`config.mk`:
```
export PLATFORM = sky130hd
export DESIGN_NAME = command_retry_ack_session_top
export DESIGN_NICKNAME = d
export VERILOG_FILES = /design/src/rtl/crs_pkg.sv /design/src/rtl/command_retry_ack_session_top.sv /design/src/rtl/crs_in_reg.sv /design/src/rtl/crs_engine.sv /design/src/rtl/crs_out_reg.sv
export SDC_FILE = /design/constraint.sdc
export NUM_CORES = 1
export LEC_CHECK = 0
export BUFFER_PORTS_ARGS = -buffer_cell sky130_fd_sc_hd__buf_2
export CAP_MARGIN = 10
export CORE_MARGIN = 3
export CORE_UTILIZATION = 58
export CTS_CLUSTER_SIZE = 25
export DETAILED_ROUTE_END_ITERATION = 10
export PLACE_DENSITY = 0.84
export SLEW_MARGIN = 5
export SYNTH_ARGS = -nofsm -noshare
export SYNTH_HDL_FRONTEND = slang
export SYNTH_SLANG_ARGS = --single-unit
```
`constraint.sdc`:
```
create_clock -name clk -period 16.81 [get_ports clk]
set_input_delay 0.8405 -clock clk [delete_from_list [all_inputs] [get_ports clk]]
set_output_delay 0.8405 -clock clk [all_outputs]
set_load 0.05 [all_outputs]
```
`src/rtl/crs_pkg.sv`:
```
`timescale 1ns / 1ps
// crs_pkg: shared types, codes and constants of the command retry session.
// No dependencies; imported by every module of the block.
package crs_pkg;

  localparam logic [1:0] REQ_START = 2'd0;
  localparam logic [1:0] REQ_TICK  = 2'd1;
  localparam logic [1:0] REQ_RX    = 2'd2;

  localparam logic [1:0] KIND_SEND = 2'd0;
  localparam logic [1:0] KIND_OK   = 2'd1;
  localparam logic [1:0] KIND_FAIL = 2'd2;

  localparam logic [7:0]  BCAST_ADDR = 8'hFF;
  localparam logic [7:0]  PKT_LEN    = 8'd3;
  localparam logic [15:0] TICK_MAX   = 16'hFFFF;

  localparam int IN_W   = 80;
  localparam int OUT_W  = 48;
  localparam int ADDR_W = 3;
  localparam int DATA_W = 32;

  // register index 0 sits at byte address 0; paddr[2] selects the index
  localparam logic REG_STATION = 1'b0;

  // first declared member is the most significant
  typedef struct packed {
    logic [7:0]  rx_data;
    logic [7:0]  rx_command;
    logic [7:0]  rx_address;
    logic [7:0]  rx_length;
    logic [7:0]  attempts;
    logic [15:0] wait_ticks;
    logic [7:0]  expected_reply;
    logic [7:0]  data;
    logic [7:0]  cmd;
  } in_item_t;

  typedef struct packed {
    logic [15:0] turnaround;
    logic [7:0]  reply_data;
    logic [7:0]  tx_data;
    logic [7:0]  tx_command;
    logic [7:0]  tx_address;
  } out_item_t;

  typedef struct packed {
    logic       valid;
    logic [1:0] kind;
    out_item_t  item;
  } result_t;

endpackage

```
`src/rtl/command_retry_ack_session_top.sv`:
```
`timescale 1ns / 1ps
// command_retry_ack_session_top: stop-and-wait command session with retries.
// Depends on crs_pkg, crs_in_reg, crs_engine, crs_out_reg.
//
//  channel  | dir | tdata / data                                      | tuser
//  in_      | in  | cmd,data,expected_reply,wait_ticks,attempts,       | req_type
//           |     | rx_length,rx_address,rx_command,rx_data (80b)     |
//  out_     | out | tx_address,tx_command,tx_data,reply_data,          | out_kind
//           |     | turnaround (48b)                                  |
//  cfg (APB)| in  | reg 0 station_address at 0x0                      | -
//
// One word per clock unless a waiting result stalls the output: input register,
// one pass of decision logic, result register.
// A stalled output blocks the decision stage only while a result is waiting.
// Synchronous active-low reset: idle session, station address 0.
module command_retry_ack_session_top (
  input  logic                        clk,
  input  logic                        rst_n,
  input  logic                        in_tvalid,
  output logic                        in_tready,
  input  logic [crs_pkg::IN_W-1:0]    in_tdata,   // cmd,data,expected_reply,wait_ticks,
                                                  // attempts,rx_length,rx_address,
                                                  // rx_command,rx_data
  input  logic [1:0]                  in_tuser,   // req_type
  output logic                        out_tvalid,
  input  logic                        out_tready,
  output logic [crs_pkg::OUT_W-1:0]   out_tdata,  // tx_address,tx_command,tx_data,
                                                  // reply_data,turnaround
  output logic [1:0]                  out_tuser,  // out_kind
  input  logic                        psel,
  input  logic                        penable,
  input  logic                        pwrite,
  input  logic [crs_pkg::ADDR_W-1:0]  paddr,
  input  logic [crs_pkg::DATA_W-1:0]  pwdata,
  output logic [crs_pkg::DATA_W-1:0]  prdata,
  output logic                        pready
);
  import crs_pkg::*;

  logic      item_valid;
  logic [1:0] item_type;
  in_item_t  item;
  result_t   res;
  logic      slot_free;
  logic      advance;
  logic      station_we;
  logic [7:0] station;
  out_item_t out_item;

  assign advance    = item_valid && slot_free;
  assign pready     = 1'b1;
  assign station_we = psel && penable && pwrite && pready && (paddr[2] == REG_STATION);
  assign prdata     = (paddr[2] == REG_STATION) ? {{(DATA_W-8){1'b0}}, station} : '0;
  assign out_tdata  = out_item;

  crs_in_reg u_in (
    .clk        (clk),
    .rst_n      (rst_n),
    .in_tvalid  (in_tvalid),
    .in_tready  (in_tready),
    .in_tuser   (in_tuser),
    .in_item    (in_item_t'(in_tdata)),
    .advance    (advance),
    .item_valid (item_valid),
    .item_type  (item_type),
    .item       (item)
  );

  crs_engine u_engine (
    .clk           (clk),
    .rst_n         (rst_n),
    .advance       (advance),
    .item_type     (item_type),
    .item          (item),
    .station_we    (station_we),
    .station_wdata (pwdata[7:0]),
    .station       (station),
    .res           (res)
  );

  crs_out_reg u_out (
    .clk        (clk),
    .rst_n      (rst_n),
    .advance    (advance),
    .res        (res),
    .slot_free  (slot_free),
    .out_tvalid (out_tvalid),
    .out_tready (out_tready),
    .out_kind   (out_tuser),
    .out_item   (out_item)
  );

endmodule

```
`src/rtl/crs_in_reg.sv`:
```
`timescale 1ns / 1ps
// crs_in_reg: input register stage holding one accepted word.
// Depends on crs_pkg.
module crs_in_reg (
  input  logic                clk,
  input  logic                rst_n,
  input  logic                in_tvalid,
  output logic                in_tready,
  input  logic [1:0]          in_tuser,
  input  crs_pkg::in_item_t   in_item,
  input  logic                advance,
  output logic                item_valid,
  output logic [1:0]          item_type,
  output crs_pkg::in_item_t   item
);
  import crs_pkg::*;

  logic       valid_r;
  logic [1:0] type_r;
  in_item_t   item_r;

  assign in_tready = !valid_r || advance;

  always_ff @(posedge clk) begin
    if (!rst_n) begin
      valid_r <= 1'b0;
    end else if (in_tready) begin
      valid_r <= in_tvalid;
    end
  end

  always_ff @(posedge clk) begin
    if (in_tready && in_tvalid) begin
      type_r <= in_tuser;
      item_r <= in_item;
    end
  end

  assign item_valid = valid_r;
  assign item_type  = type_r;
  assign item       = item_r;

endmodule

```
`src/rtl/crs_engine.sv`:
```
`timescale 1ns / 1ps
// crs_engine: session state, station address register and per-word decision.
// Depends on crs_pkg.
module crs_engine (
  input  logic                clk,
  input  logic                rst_n,
  input  logic                advance,
  input  logic [1:0]          item_type,
  input  crs_pkg::in_item_t   item,
  input  logic                station_we,
  input  logic [7:0]          station_wdata,
  output logic [7:0]          station,
  output crs_pkg::result_t    res
);
  import crs_pkg::*;

  logic        active_r, active_nxt;
  logic [7:0]  cmd_r, cmd_nxt;
  logic [7:0]  data_r, data_nxt;
  logic [7:0]  awaited_r, awaited_nxt;
  logic [15:0] interval_r, interval_nxt;
  logic [7:0]  tries_r, tries_nxt;
  logic [15:0] ticks_r, ticks_nxt;
  logic [7:0]  station_r;
  logic [15:0] ticks_inc;
  logic        addr_ok;

  assign ticks_inc = (ticks_r != TICK_MAX) ? ticks_r + 16'd1 : ticks_r;
  assign addr_ok   = (item.rx_address == station_r) || (item.rx_address == BCAST_ADDR);

  always_comb begin
    active_nxt   = active_r;
    cmd_nxt      = cmd_r;
    data_nxt     = data_r;
    awaited_nxt  = awaited_r;
    interval_nxt = interval_r;
    tries_nxt    = tries_r;
    ticks_nxt    = ticks_r;
    res          = '0;
    case (item_type)
      REQ_START: begin
        active_nxt   = 1'b1;
        cmd_nxt      = item.cmd;
        data_nxt     = item.data;
        awaited_nxt  = item.expected_reply;
        interval_nxt = item.wait_ticks;
        tries_nxt    = (item.attempts == 8'd0) ? 8'd0 : item.attempts - 8'd1;
        ticks_nxt    = '0;
        res.valid    = 1'b1;
        res.kind     = KIND_SEND;
        res.item.tx_address = station_r;
        res.item.tx_command = item.cmd;
        res.item.tx_data    = item.data;
      end
      REQ_TICK: begin
        if (active_r) begin
          ticks_nxt = ticks_inc;
          if (ticks_inc >= interval_r) begin
            res.valid = 1'b1;
            if (tries_r != 8'd0) begin
              tries_nxt = tries_r - 8'd1;
              ticks_nxt = '0;
              res.kind  = KIND_SEND;
              res.item.tx_address = station_r;
              res.item.tx_command = cmd_r;
              res.item.tx_data    = data_r;
            end else begin
              active_nxt = 1'b0;
              res.kind   = KIND_FAIL;
            end
          end
        end
      end
      REQ_RX: begin
        if (active_r && item.rx_length == PKT_LEN && addr_ok &&
            item.rx_command == awaited_r) begin
          active_nxt = 1'b0;
          res.valid  = 1'b1;
          res.kind   = KIND_OK;
          res.item.reply_data = item.rx_data;
          res.item.turnaround = ticks_r;
        end
      end
      default: begin
      end
    endcase
  end

  always_ff @(posedge clk) begin
    if (!rst_n) begin
      active_r   <= 1'b0;
      cmd_r      <= '0;
      data_r     <= '0;
      awaited_r  <= '0;
      interval_r <= '0;
      tries_r    <= '0;
      ticks_r    <= '0;
    end else if (advance) begin
      active_r   <= active_nxt;
      cmd_r      <= cmd_nxt;
      data_r     <= data_nxt;
      awaited_r  <= awaited_nxt;
      interval_r <= interval_nxt;
      tries_r    <= tries_nxt;
      ticks_r    <= ticks_nxt;
    end
  end

  always_ff @(posedge clk) begin
    if (!rst_n) begin
      station_r <= '0;
    end else if (station_we) begin
      station_r <= station_wdata;
    end
  end

  assign station = station_r;

endmodule

```
`src/rtl/crs_out_reg.sv`:
```
`timescale 1ns / 1ps
// crs_out_reg: result register between the engine and the output channel.
// Depends on crs_pkg.
module crs_out_reg (
  input  logic                clk,
  input  logic                rst_n,
  input  logic                advance,
  input  crs_pkg::result_t    res,
  output logic                slot_free,
  output logic                out_tvalid,
  input  logic                out_tready,
  output logic [1:0]          out_kind,
  output crs_pkg::out_item_t  out_item
);
  import crs_pkg::*;

  logic       valid_r;
  logic [1:0] kind_r;
  out_item_t  item_r;

  assign slot_free = !valid_r || out_tready;

  always_ff @(posedge clk) begin
    if (!rst_n) begin
      valid_r <= 1'b0;
    end else if (advance && res.valid) begin
      valid_r <= 1'b1;
    end else if (out_tready) begin
      valid_r <= 1'b0;
    end
  end

  always_ff @(posedge clk) begin
    if (advance && res.valid) begin
      kind_r <= res.kind;
      item_r <= res.item;
    end
  end

  assign out_tvalid = valid_r;
  assign out_kind   = kind_r;
  assign out_item   = item_r;

endmodule

```
==> flow_metrics.py <==
metrics = {
    "synthesis": {
        "synthArstFlopShare_pct": 0,
        "synth_top_family_by_area": "simple AND/OR/NAND/NOR gates",
        "synth_edf_count": 132,
        "synthCells": 761,
        "synth-compound-area-share_pct": 9.14,
        "synth_simple_gate_area_share_pct": 15.4,
        "ys_seq_area_share_pct": 62.8,
        "synth_xor_area_share_pct": 4.22,
        "synth_adder_area_share_pct": 2.73,
        "synth_ff_type": "edfxtp_1",
        "synth_seq_cells": 207,
        "yosysUniqueCellTypes": 58,
        "ys_warn_count": 0,
        "synth_mux_area_share_pct": 0.948,
        "avgSynthCellArea_sq_um": 11.4,
        "syn_area_sq_um": 8710,
    },
    "grt": {
        "grt_overflow": 0,
        "grt_pass1_vias": 5671,
        "grt_antenna_before_repair": 2,
        "grt_use_total_pct": 20.1,
        "grt_max_degree": 83,
        "grt_pass1_wl_microns": 27000,
    },
    "status": {
        "outcome": "finished, final reports clean",
    },
    "pwr": {
        "swShare_pct": 22.7,
        "p_int_mw": 0.841,
        "p_sw_mw": 0.247,
        "power.share.combinational_pct": 7.1,
        "pwr-share-clk_pct": 40.7,
        "leakagePower_nw": 3.82,
        "p_seq_share_pct": 52.2,
        "power_density_nw_per_um2": 107,
        "peakVddDrop_uv": 86.3,
        "p_total_mw": 1.09,
    },
    "place": {
        "dp.cells": 1074,
        "place.gp.congestion": 0.878,
        "io_buffer_count": 157,
        "place_area_sq_um": 9540,
        "dp_hpwl_microns": 11600,
    },
    "setup_path": {
        "cp-end-kind": "flop",
        "worstPathArrival_ns": 5.60,
        "crit_path_start_kind": "flop",
        "crit_type": "reg2reg",
        "cp_slowest_stage_delay_ns": 0.74,
        "path_delay_family": "simple AND/OR/NAND/NOR gates",
        "critPathRequiredTime_ns": 16.96,
        "cp_max_fo": 29,
        "cp_num_buf_inv": 1,
        "crit_top_cell": "ha_1",
        "cpMaxStageDelayCell": "nor3_1",
        "path_cells": "ha_1 -> nand3_1 -> nor3_1 -> and3_1 -> mux2_2 -> ha_1 -> nand4_1 -> or3_1 -> nor4_2 -> or3_2 -> nand2_1 -> a21oi_4 -> buf_4",
    },
    "drt": {
        "routed_wl_microns": 17100,
        "met1_length_microns": 6780,
        "drt_iter0_markers": 370,
        "viasPerCell": 5.35,
        "wl_per_cell_microns": 15.3,
        "top_layer_used": "met5",
        "wl_met3_microns": 1270,
        "routed-via-count": 5957,
        "antenna_left": 0,
        "drc": 0,
        "wl_met2_microns": 8580,
        "first_pass_iters": 5,
    },
    "timing": {
        "relSlewSlack_pct": 20.9,
        "finalHoldViolCount": 0,
        "finalSetupViolations": 0,
        "clock_skew_ns": 0.0132,
        "fin_crit_sh_pct": 32.4,
        "fin_hold_ws_ns": 0.456,
        "fmax_mhz": 183,
        "setup_tns_ns": 0,
        "worst_slew_pin_slew_ns": 1.18,
        "slew_violations": 0,
        "rsz0062_at_grt": "no",
        "timing.final.crit_period_ns": 5.45,
    },
    "clock_tree": {
        "insertion_delay_ns": 0.49,
        "cts_setup_buffers": 0,
        "cts_tree": "built",
        "cts_sinks": 207,
        "cts_max_path_buffers": 3,
        "clock-root-buffer": "clkbuf_16",
        "cts.htree.levels": 1,
        "clk_pin_slew_ns": 0.06,
        "cts_resized": 0,
        "numCtsBuffers": 21,
        "cts_hold_buf": 0,
    },
    "cells_and_area": {
        "final_cells": 1114,
        "final_cell_mix": "buf_2 (157), nand2_1 (135), edfxtp_1 (132)",
        "fin_nets": 1056,
        "final_common_cell": "buf_2",
        "syn_to_final_growth_pct": 17.3,
        "fin_area_sq_um": 10200,
        "multi_input_area_sq_um": 2940,
        "fill_cells": 1043,
        "drive_above_1_share_pct": 22.2,
        "ff_latch_area_sq_um": 5470,
    },
    "die": {
        "rows": 44,
        "die_x_microns": 129,
        "die_y_microns": 129,
        "core_area_sq_um": 14600,
        "io_pins": 209,
        "start_util_pct": 59.7,
        "die-area_sq_um": 16500,
    },
    "min_path": {
        "holdCritPathClass": "reg2reg",
    },
    "run": {
        "max-cap-violations": 0,
    },
}
## worst paths after layout
path                           startpoint                      end  slack [ns]  cells past startpoint
setup / recovery      u_engine.ticks_r[0]       u_out.out_item[44]       11.36                     13
hold / removal    u_engine.interval_r[11]  u_engine.interval_r[11]        0.46                      2
setup reg to reg      u_engine.ticks_r[0]       u_out.out_item[44]       11.36                     13
hold reg to reg   u_engine.interval_r[11]  u_engine.interval_r[11]        0.46                      2
## Yosys cell counts, types with 3 or more instances
master | count | share of area (%)
nand4_1 | 10 | 0.72
inv_1 | 22 | 0.95
a22o_1 | 16 | 1.6
nand3_1 | 11 | 0.63
nand2_1 | 135 | 5.8
nor2_1 | 36 | 1.6
xnor2_1 | 28 | 2.8
ha_1 | 19 | 2.7
mux2i_1 | 6 | 0.69
dfxtp_1 | 75 | 17
nor3b_1 | 14 | 1.2
nor2b_1 | 10 | 0.72
buf_4 | 26 | 2.2
nor4_1 | 4 | 0.29
edfxtp_1 | 132 | 46
xor2_1 | 14 | 1.4
nand2b_1 | 4 | 0.29
clkbuf_1 | 25 | 1.1
and3_1 | 5 | 0.36
a21oi_1 | 73 | 4.2
o211ai_1 | 3 | 0.26
or4_1 | 4 | 0.34
and2_1 | 27 | 1.9
nor3_1 | 12 | 0.69
o22ai_1 | 5 | 0.36
o21ai_0 | 3 | 0.17
## area by class of cell
type	instances	area share (%)
sequential	207	53.5
multi-input combinational	499	28.8
timing repair buffer	161	7.99
clock buffer	26	5.62
tap	184	2.25
clock inverter	12	0.907
inverter	23	0.845
antenna	2	0.0490
## worst min-delay path, delay by kind of cell (launching register included)
| kind | cells | cell delay (ns) |
|---|---|---|
| DFF | 1 | 0.31 |
| and+or+nand+nor | 1 | 0.05 |
| AOI/OAI and AO/OA | 1 | 0.05 |
## kinds of logic (layout without fill, tap and decap cells)
| family | Yosys count | after routing |
|---|---|---|
| simple gates | 281 | 281 |
| flops | 207 | 207 |
| compound gates | 124 | 124 |
| buf+inv | 78 | 222 |
| xor+xnor | 42 | 42 |
| fa+ha+maj | 19 | 19 |
| mux | 8 | 8 |
| other cells | 2 | 27 |
## through the flow
step	utilization (%)	worst slack, ns
after detailed placement	65.4	11.45
after floorplan	-	10.52
after global routing	70.0	10.98
final	70.0	11.36
after global placement	65.4	11.52
after CTS	70.0	11.37
## power by group through the flow
stage	registers, mW	logic [mW]	clock network [mW]
after CTS	0.568	0.0775	0.451
after global placement	0.578	0.0759	0
final	0.568	0.0774	0.443
after detailed placement	0.579	0.0772	0
after global routing	0.569	0.0839	0.471
after floorplan	0.588	0.0487	0
## per-layer routing
metal	vias to the layer above	track usage, %
li1	2939	-
met1	2764	25.1
met2	214	35.1
met3	36	4.69
met4	4	5.93
met5	-	0
## flip-flops by register name (all words and copies together) (netlist names), 8 cells and up
signal / cells
u_engine.interval_r: 16
u_out.out_item: 48
u_engine.tries_r: 8
u_engine.ticks_r: 16
u_engine.station: 8
u_engine.awaited_r: 8
u_in.item: 80
u_engine.cmd_r: 8
u_engine.data_r: 8
Note: power is estimated with default switching activity, not from simulation.
